--- config.mk ---
export PLATFORM = sky130hd
export DESIGN_NAME = radix_digit_converter
export DESIGN_NICKNAME = d
export VERILOG_FILES = /design/src/rtl/rdc_pkg.sv /design/src/rtl/rdc_divider.sv /design/src/rtl/rdc_digit_store.sv /design/src/rtl/radix_digit_converter.sv
export SDC_FILE = /design/constraint.sdc
export NUM_CORES = 1
export LEC_CHECK = 0
export ABC_AREA = 0
export BUFFER_PORTS_ARGS = -buffer_cell sky130_fd_sc_hd__buf_2
export CAP_MARGIN = 0
export CORE_MARGIN = 5
export CORE_UTILIZATION = 60
export CTS_BUF_LIST = sky130_fd_sc_hd__clkbuf_2
export DETAILED_ROUTE_END_ITERATION = 10
export GPL_TIMING_DRIVEN = 0
export PLACE_DENSITY = 0.78
export SLEW_MARGIN = 10
export SYNTH_ARGS = -nofsm -noshare
export SYNTH_HDL_FRONTEND = slang
export SYNTH_SLANG_ARGS = --single-unit
--- constraint.sdc ---
create_clock -name clk -period 5.1 [get_ports clk]
set_clock_uncertainty 0.1 [all_clocks]
set_input_delay 0 -clock clk [delete_from_list [all_inputs] [get_ports clk]]
set_output_delay 0 -clock clk [all_outputs]
set_load 0.01 [all_outputs]
--- src/rtl/rdc_pkg.sv ---
// ============================================================================
// rdc_pkg
// Shared types, constants and helpers for the radix digit converter.
// ============================================================================
`default_nettype none

package rdc_pkg;

  localparam int DIGIT_W    = 6;    // one digit, 0..35
  localparam int CHAR_W     = 7;    // ASCII character
  localparam int CFG_DATA_W = 32;
  localparam int CFG_ADDR_W = 3;

  localparam int DEF_MAX_DIGITS = 32;
  localparam int DEF_VALUE_BITS = 31;

  localparam logic [DIGIT_W-1:0] BASE_MIN   = 6'd2;
  localparam logic [DIGIT_W-1:0] BASE_MAX   = 6'd36;
  localparam logic [DIGIT_W-1:0] BASE_RESET = 6'd10;
  localparam logic [DIGIT_W-1:0] DEC_LIMIT  = 6'd10;

  localparam logic [CHAR_W-1:0] CHAR_ZERO = 7'h30;  // '0'
  localparam logic [CHAR_W-1:0] CHAR_A    = 7'h41;  // 'A'

  // register index of target_base
  localparam logic REG_TARGET_BASE = 1'b0;

  typedef enum logic [3:0] {
    ST_IDLE = 4'b0001,
    ST_DIV  = 4'b0010,
    ST_READ = 4'b0100,
    ST_SHOW = 4'b1000
  } state_t;

  function automatic logic [CHAR_W-1:0] digit_to_char(input logic [DIGIT_W-1:0] v);
    logic [CHAR_W-1:0] vx;
    vx = {1'b0, v};
    if (v < DEC_LIMIT) begin
      return CHAR_ZERO + vx;
    end
    return CHAR_A + vx - {1'b0, DEC_LIMIT};
  endfunction

endpackage

`default_nettype wire

--- src/rtl/rdc_divider.sv ---
// ============================================================================
// rdc_divider
// Bit-serial restoring divider: one quotient bit per cycle by a 6-bit base.
// ============================================================================
`default_nettype none

module rdc_divider #(
  parameter int VALUE_BITS = rdc_pkg::DEF_VALUE_BITS
) (
  input  logic                        clk,
  input  logic                        rst,
  input  logic                        start,
  input  logic [VALUE_BITS-1:0]       dividend,
  input  logic [rdc_pkg::DIGIT_W-1:0] base,
  output logic                        done,
  output logic [VALUE_BITS-1:0]       quot,
  output logic [rdc_pkg::DIGIT_W-1:0] rem
);
  import rdc_pkg::*;

  localparam int CW = $clog2(VALUE_BITS + 1);

  logic          busy;
  logic [CW-1:0] cnt;
  logic [DIGIT_W:0] trial;
  logic [DIGIT_W:0] diff;
  logic          ge;

  // partial remainder with the next dividend bit shifted in
  assign trial = {rem, quot[VALUE_BITS-1]};
  assign ge    = trial >= {1'b0, base};
  assign diff  = trial - {1'b0, base};

  always_ff @(posedge clk) begin
    if (rst) begin
      busy <= 1'b0;
      done <= 1'b0;
      cnt  <= '0;
    end else begin
      done <= 1'b0;
      if (start) begin
        busy <= 1'b1;
        cnt  <= CW'(VALUE_BITS);
      end else if (busy) begin
        cnt <= cnt - 1'b1;
        if (cnt == CW'(1)) begin
          busy <= 1'b0;
          done <= 1'b1;
        end
      end
    end
  end

  always_ff @(posedge clk) begin
    if (start) begin
      quot <= dividend;
      rem  <= '0;
    end else if (busy) begin
      quot <= {quot[VALUE_BITS-2:0], ge};
      rem  <= ge ? diff[DIGIT_W-1:0] : trial[DIGIT_W-1:0];
    end
  end

endmodule

`default_nettype wire

--- src/rtl/rdc_digit_store.sv ---
// ============================================================================
// rdc_digit_store
// Digit memory: one write port, one read port with registered data.
// ============================================================================
`default_nettype none

module rdc_digit_store #(
  parameter int DEPTH = rdc_pkg::DEF_MAX_DIGITS,
  parameter int AW    = $clog2(DEPTH)
) (
  input  logic                        clk,
  input  logic                        we,
  input  logic [AW-1:0]               waddr,
  input  logic [rdc_pkg::DIGIT_W-1:0] wdata,
  input  logic                        re,
  input  logic [AW-1:0]               raddr,
  output logic [rdc_pkg::DIGIT_W-1:0] rdata
);
  import rdc_pkg::*;

  logic [DIGIT_W-1:0] mem [DEPTH];

  always_ff @(posedge clk) begin
    if (we) begin
      mem[waddr] <= wdata;
    end
  end

  always_ff @(posedge clk) begin
    if (re) begin
      rdata <= mem[raddr];
    end
  end

endmodule

`default_nettype wire

--- src/rtl/radix_digit_converter.sv ---
// ============================================================================
// radix_digit_converter
// Converts an unsigned integer to base 2..36 digits, most significant first.
// ============================================================================
// Sequence: each digit is one division in the bit-serial divider
//   (load plus one quotient bit per cycle); after the last division the
//   most significant digit is read from the digit memory, then loaded into
//   the output register. Zero skips the divider: its digit is written on
//   accept and takes the same read path. One number at a time: the next one
//   is taken once the last digit is in the output register.
// Reset: synchronous, active high; base returns to 10, output empties.
`default_nettype none

module radix_digit_converter #(
  parameter int MAX_DIGITS = rdc_pkg::DEF_MAX_DIGITS,
  parameter int VALUE_BITS = rdc_pkg::DEF_VALUE_BITS
) (
  input  logic                                clk,
  input  logic                                rst,
  // input stream
  input  logic                                s_tvalid,
  output logic                                s_tready,
  input  logic [((VALUE_BITS+7)/8)*8-1:0]     s_tdata,   // [VALUE_BITS-1:0] number_value
  // output stream
  output logic                                m_tvalid,
  input  logic                                m_tready,
  output logic [15:0]                         m_tdata,   // [5:0] digit_value, [12:6] digit_char
  output logic                                m_tlast,   // last_digit
  // configuration
  input  logic                                psel,
  input  logic                                penable,
  input  logic                                pwrite,
  input  logic [rdc_pkg::CFG_ADDR_W-1:0]      paddr,
  input  logic [rdc_pkg::CFG_DATA_W-1:0]      pwdata,
  output logic [rdc_pkg::CFG_DATA_W-1:0]      prdata,
  output logic                                pready
);
  import rdc_pkg::*;

  localparam int AW    = $clog2(MAX_DIGITS);
  localparam int CNT_W = $clog2(MAX_DIGITS + 1);

  state_t state;

  logic [DIGIT_W-1:0] base;
  logic [CNT_W-1:0]   count;     // digits stored so far
  logic [AW-1:0]      rd_idx;    // next digit to show, counts down

  // divider
  logic                  div_start;
  logic [VALUE_BITS-1:0] div_dividend;
  logic                  div_done;
  logic [VALUE_BITS-1:0] div_quot;
  logic [DIGIT_W-1:0]    div_rem;

  // digit memory
  logic               st_we;
  logic [AW-1:0]      st_waddr;
  logic [DIGIT_W-1:0] st_wdata;
  logic               st_re;
  logic [AW-1:0]      st_raddr;
  logic [DIGIT_W-1:0] st_rdata;

  logic               accept;
  logic               in_zero;
  logic               out_load;
  logic               cfg_wr;
  logic [DIGIT_W-1:0] cfg_val;
  logic [DIGIT_W-1:0] out_value;
  logic               out_last;

  // ---------------------------------------------------------------------------
  // Configuration: out-of-range bases are dropped, register keeps old value.
  // ---------------------------------------------------------------------------
  assign pready  = 1'b1;
  assign cfg_wr  = psel && penable && pwrite && pready && (paddr[2] == REG_TARGET_BASE);
  assign cfg_val = pwdata[DIGIT_W-1:0];
  assign prdata  = CFG_DATA_W'(base);

  always_ff @(posedge clk) begin
    if (rst) begin
      base <= BASE_RESET;
    end else if (cfg_wr && cfg_val >= BASE_MIN && cfg_val <= BASE_MAX) begin
      base <= cfg_val;
    end
  end

  // ---------------------------------------------------------------------------
  // Control
  // ---------------------------------------------------------------------------
  assign s_tready = (state == ST_IDLE);
  assign accept   = s_tvalid && s_tready;
  assign in_zero  = (s_tdata[VALUE_BITS-1:0] == '0);
  // output register free this cycle
  assign out_load = (state == ST_SHOW) && (!m_tvalid || m_tready);

  always_comb begin
    div_start    = 1'b0;
    div_dividend = div_quot;
    st_we        = 1'b0;
    st_waddr     = count[AW-1:0];
    st_wdata     = div_rem;
    st_re        = 1'b0;
    st_raddr     = rd_idx;
    case (state)
      ST_IDLE: begin
        div_dividend = s_tdata[VALUE_BITS-1:0];
        if (accept) begin
          if (in_zero) begin
            // zero gives one digit '0'
            st_we    = 1'b1;
            st_waddr = '0;
            st_wdata = '0;
          end else begin
            div_start = 1'b1;
          end
        end
      end
      ST_DIV: begin
        if (div_done) begin
          st_we = 1'b1;
          if (div_quot != '0 && count != CNT_W'(MAX_DIGITS - 1)) begin
            div_start = 1'b1;
          end
        end
      end
      ST_READ: begin
        st_re = 1'b1;
      end
      ST_SHOW: begin
        // prefetch the next lower digit as the current one is shown
        if (out_load && rd_idx != '0) begin
          st_re    = 1'b1;
          st_raddr = rd_idx - 1'b1;
        end
      end
      default: ;
    endcase
  end

  always_ff @(posedge clk) begin
    if (rst) begin
      state <= ST_IDLE;
      count <= '0;
    end else begin
      case (state)
        ST_IDLE: begin
          if (accept) begin
            if (in_zero) begin
              count <= CNT_W'(1);
              state <= ST_READ;
            end else begin
              count <= '0;
              state <= ST_DIV;
            end
          end
        end
        ST_DIV: begin
          if (div_done) begin
            count <= count + 1'b1;
            if (!div_start) begin
              state <= ST_READ;
            end
          end
        end
        ST_READ: begin
          state <= ST_SHOW;
        end
        ST_SHOW: begin
          if (out_load && rd_idx == '0) begin
            state <= ST_IDLE;
          end
        end
        default: state <= ST_IDLE;
      endcase
    end
  end

  // readout index: starts at the most significant stored digit
  always_ff @(posedge clk) begin
    if (state == ST_IDLE) begin
      rd_idx <= '0;
    end else if (state == ST_DIV && div_done) begin
      rd_idx <= count[AW-1:0];
    end else if (out_load && rd_idx != '0) begin
      rd_idx <= rd_idx - 1'b1;
    end
  end

  // ---------------------------------------------------------------------------
  // Output register
  // ---------------------------------------------------------------------------
  always_ff @(posedge clk) begin
    if (rst) begin
      m_tvalid <= 1'b0;
    end else if (out_load) begin
      m_tvalid <= 1'b1;
    end else if (m_tready) begin
      m_tvalid <= 1'b0;
    end
  end

  always_ff @(posedge clk) begin
    if (out_load) begin
      out_value <= st_rdata;
      out_last  <= (rd_idx == '0);
    end
  end

  assign m_tdata = {3'b000, digit_to_char(out_value), out_value};
  assign m_tlast = out_last;

  // ---------------------------------------------------------------------------
  // Datapath units
  // ---------------------------------------------------------------------------
  rdc_divider #(
    .VALUE_BITS (VALUE_BITS)
  ) u_div (
    .clk      (clk),
    .rst      (rst),
    .start    (div_start),
    .dividend (div_dividend),
    .base     (base),
    .done     (div_done),
    .quot     (div_quot),
    .rem      (div_rem)
  );

  rdc_digit_store #(
    .DEPTH (MAX_DIGITS),
    .AW    (AW)
  ) u_store (
    .clk   (clk),
    .we    (st_we),
    .waddr (st_waddr),
    .wdata (st_wdata),
    .re    (st_re),
    .raddr (st_raddr),
    .rdata (st_rdata)
  );

endmodule

`default_nettype wire

-- Word-level counts from Yosys, hierarchy flattened
Memories as Yosys holds them, arrays and structs flattened. A register that Yosys moved wholly into a read port is not among the register bits.
Index checks and enable logic that the tools add are counted.
- register bits after elaboration: 73
- bits in latches: 0
- RAM bits: 192
- bits in read-only memories: 0
- output and inout port bits: 52
- memories: 1
- memories (name ; words ; width ; read ports ; clocked after memory_dff ; wr ports ; line ; RTL):
    u_store.mem ; 32 ; 6 ; 1 ; 1 ; 1 ; rdc_digit_store.sv:21 ; logic [DIGIT_W-1:0] mem [DEPTH];
- add/subtract/negate cells: 7
- $mul: 0
- div/mod/pow operators: 0
- order comparisons: 4
- eq/ne operators: 11
- shift operators: 0
- muxes and demuxes: 47
- bitwise operators: 2
- reduce and logical (&&, ||, !) cells: 24
- operators by type and width (kind ; count):
    $mux 31 ; 3
    $mux 5 ; 8
    $mux 6 ; 6
    $logic_not 31->1 ; 1
    $reduce_bool 31->1 ; 1
    $mux 1 ; 18
    $mux 4 ; 4
    $pmux 4 s4 ; 1
    $mux 7 ; 2
    $pmux 6 s2 ; 1
    $logic_and 1x1->1 ; 11
    $sub 5x1->5 const B ; 2
    $add 6x6->7 const A ; 1
    $add 7x6->7 const A ; 1
    $ge 7x6->1 ; 1
    $sub 7x4->7 const B ; 1
    $add 6x1->6 const B ; 1
    $ge 6x2->1 const B ; 1
    $le 6x6->1 const B ; 1
    $lt 6x4->1 const B ; 1
    $ne 2x1->1 const B ; 3
    $ne 6x5->1 const B ; 1
    $pmux 1 s2 ; 3
    $reduce_bool 2->1 ; 3
    17 further kinds ; 19

-- Logic depth before layout (Yosys ltp)
- word-level depth: 8
- depth in mapped cells: 14
- mapped depth without buffers: 10

-- By module
From an unflattened synthesis, not the netlist that was laid out.
- cells, all modules: 767
- area, all modules: 12132.9 um^2
- modules (own cells, without submodules) (module ; instances ; cells each ; area each (um^2)):
    rdc_digit_store ; 1 ; 323 ; 7649.8
    radix_digit_converter ; 1 ; 270 ; 2294.7
    rdc_divider ; 1 ; 174 ; 2188.3

-- Least setup slack after synthesis
No wires, ideal clock.
- kind: register to register
- start: reg rd_idx[0]
- end: reg u_store.rdata[2] in the netlist's numbering (read register of u_store.mem), data pin
- library setup time: 0.272 ns
- data arrival time: 3.172 ns
- data required time: 4.728 ns
- slack: 1.556 ns
- stages on the path, launching flop included: 13
- path buffers: 3
- cell sequence: dfxtp_1 inv_1 clkbuf_1 ha_1 or4b_4 buf_2 a31oi_2 nor2_1 buf_6 mux4_2 nand2_1 a21oi_1 or4_1
- word-level cells in the longest chain between the ends: 4
- elaborated cells on any way between the ends: 7
- RTL lines (what ; line ; RTL):
    start, declared ; radix_digit_converter.sv:47 ; logic [AW-1:0] rd_idx;
    start signal, assigned ; radix_digit_converter.sv:184 ; rd_idx <= count[AW-1:0];
    start signal, assigned ; radix_digit_converter.sv:186 ; rd_idx <= rd_idx - 1'b1;
    branches (longest 4 deep; another with $sub 5x1->5) ; -- ;
    end, declared ; rdc_digit_store.sv:17 ; output logic [rdc_pkg::DIGIT_W-1:0] rdata
Several ways; the timed one is not identified.
A chain may end at the register's enable or synchronous reset.

-- Worst setup path after layout
- start: reg rd_idx[0]
- end: reg u_store.rdata[0] in the netlist's numbering (read register of u_store.mem), data pin
The elaborated chain is that of the path after synthesis.

==> flow_summary.ini <==
[sta]
hold-worst-slack_ns = 0.0793
fmax_mhz = 206
min_period_ns = 4.87
report.final.slew_viol_count = 0
rsz0062_at_grt = no
tightest_slew_ns = 1.17
relSlewSlack_pct = 21.7
fin_tns_setup_ns = 0
fin_crit_sh_pct = 95.4
finalSetupViolations = 0
hold_viol = 0

[outcome]
status = finished clean

[global_route]
grt.overflow.total = 0
antenna_found_initial = 2
track_usage_pct = 27.5
grt_pass1_wl_um = 50100
grt_start_max_net_pins = 33
grt_pass1_vias = 9066

[logic_synthesis]
synth_top_cell_by_area = edfxtp_1
ys_warn_count = 0
synth_edf_count = 236
seq_area_frac_synth_pct = 63.2
yosys_register_bits = 271
post-synth-top-area-fraction_pct = 57.5
yosys_most_used_dff = edfxtp_1
synthCells = 902
synthesis.area_sq_mm = 0.0123
ys_types = 70
synth.area.top_cells = edfxtp_1, dfxtp_1, mux2_2
async_flop_share_pct = 0
avgSynthCellArea_sq_um = 13.7

[cts]
clk_latency_ns = 0.80
cts-root-buf = clkbuf_2
cts_tree = built
clkTransAtPathRegs_ns = 0.12
clock-sinks = 271
cts_made_buffers = 68
clockBufferDepth = 3
cts.htree.levels = 3
postCtsSetupBuffers = 0

[layout]
syn_to_final_growth_pct = 18.3
layout_common_cells = edfxtp_1, clkbuf_2, dlygate4sd3_1, buf_2, nand2_1
final_common_cell = edfxtp_1
fin_nets = 1244
drive_gt1_share_pct = 23.5
layout.cells.non_filler = 1470

[power]
leakage_nw = 5.26
powerDensity_mw_per_mm2 = 326
irDropWorstVdd_mv = 0.189

[detailed_routing]
drtIter0Drc = 1185
vias = 8951
viasPerCell = 6.09
detail_route.first_pass.iterations = 7
wl_per_cell_um = 22.1
route.detailed.drc = 0
routed_wl_um = 32500
ant_nets = 0

[place]
dp.cells = 1266
dpl.hpwl_um = 20100
finalWeightedCongestion = 0.997
portBuffers = 66

[critical_path]
cp_data_arrival_time_ns = 5.28
worstSetupPathType = reg2reg
r2r_slack_ns = 0.23
crit_path_start_kind = flop
critPathMaxFanout = 11
rr_startpoint = rd_idx[0]
critPathCaptureType = flop
crit_start = rd_idx[0]
critPathRequiredTime_ns = 5.51

[floorplan]
top_level_ports = 126
initial_core_util_pct = 60.9
core_area_sq_mm = 0.0202
dieArea_sq_mm = 0.0235
placementRows = 52
die_h_um = 153
dieWidth_um = 153

[min_path]
min_path_type = in2reg
hp-start = s_tvalid

[flow_run]
maxCapViolCount = 0
-- final timing paths --
kind,end,depth (start not counted)
setup / recovery,u_store.rdata[0],12
setup reg to reg,u_store.rdata[0],12
hold reg to reg,out_value[3],0
hold / removal,state[0],4
-- cells in the mapped netlist (5+ instances only) --
cell	instances
a31oi_1	5
mux4_1	7
inv_1	24
a21o_1	5
clkbuf_1	26
nor3_1	14
ha_1	14
o21ai_0	25
buf_2	7
a311oi_1	7
dfxtp_1	35
buf_4	32
nor4_1	17
nor2_1	69
nand3b_1	5
nand2_1	71
a21oi_1	41
xnor2_1	13
edfxtp_1	236
and2_1	7
o22ai_1	6
o221ai_1	12
mux2i_1	42
mux2_2	38
nand3_1	17
mux4_2	17
nand4_1	16
a211oi_1	6
xor2_1	9
-- metrics by stage --
stage	setup WS, ns	total power [mW]	utilization (%)	cell area (sq um)
floorplan	1.56	3.16	-	12400
global placement	0.0288	3.34	64.7	13100
detailed placement	0.0415	3.36	64.8	13100
CTS	0.0648	4.71	71.9	14600
global route	0.0120	4.96	72.1	14600
finish	0.234	4.75	72.1	14600
-- power breakdown --
group          switching (mW)  internal, mW  leakage (nW)  total [mW]
Sequential             0.0671          2.68          2.46        2.74
Combinational           0.418         0.235          2.36       0.653
Clock                   0.841         0.510         0.438        1.35
Total                    1.33          3.42          5.26        4.75
-- registers in the layout (all words and copies together), names as in the netlist, 4 cells and up --
name	count
u_div.quot	31
u_store.mem	192
u_div.rem	6
rd_idx	5
u_store.rdata	6
count	6
u_div.cnt	5
base	6
out_value	6
state	4
-- final cells by class --
class	count	area, sq um
Clock inverter	14	53.8
Fill cell	1310	5650
Multi-Input combinational cell	563	4170
Tap cell	270	338
Sequential cell	271	7790
Clock buffer	99	495
Timing Repair Buffer	156	1230
Antenna cell	2	5.00
Inverter	25	93.8
Buffer	70	408
-- kinds of logic after synthesis --
logic type	count (synthesis)	share of synthesized area, %
compound gates	149	8.24
xor+xnor	22	1.56
fa+ha+maj	15	1.58
buf+inv	96	4.09
flops	271	63.2
mux	104	11.5
other cells	2	0.0609
simple gates	243	9.81
-- worst max-delay path: stages (launching register included) --
cell      delay, ns
dfxtp_1        0.41
inv_1          0.18
clkbuf_1       0.64
ha_1           0.25
or4b_4         0.47
buf_2          0.22
a31oi_2        0.36
or2_2          0.17
clkbuf_1       0.41
clkbuf_2       0.45
a221oi_1       0.16
o311ai_0       0.57
o211ai_1       0.18
-- timing repair --
item	in CTS	in global routing
endpoints found under the setup margin	1	3
hold endpoints to repair	106	1
resized for setup	1	2
hold buffers	89	1
-- layer usage --
layer	GRT usage (%)	vias to the layer above	part of all wire [%]
li1	-	3973	-
met1	35.9	4287	38
met2	45.0	583	48
met3	6.96	108	11
met4	10.3	0	3.5
met5	0	-	0
(Power assumes the default switching activity.)
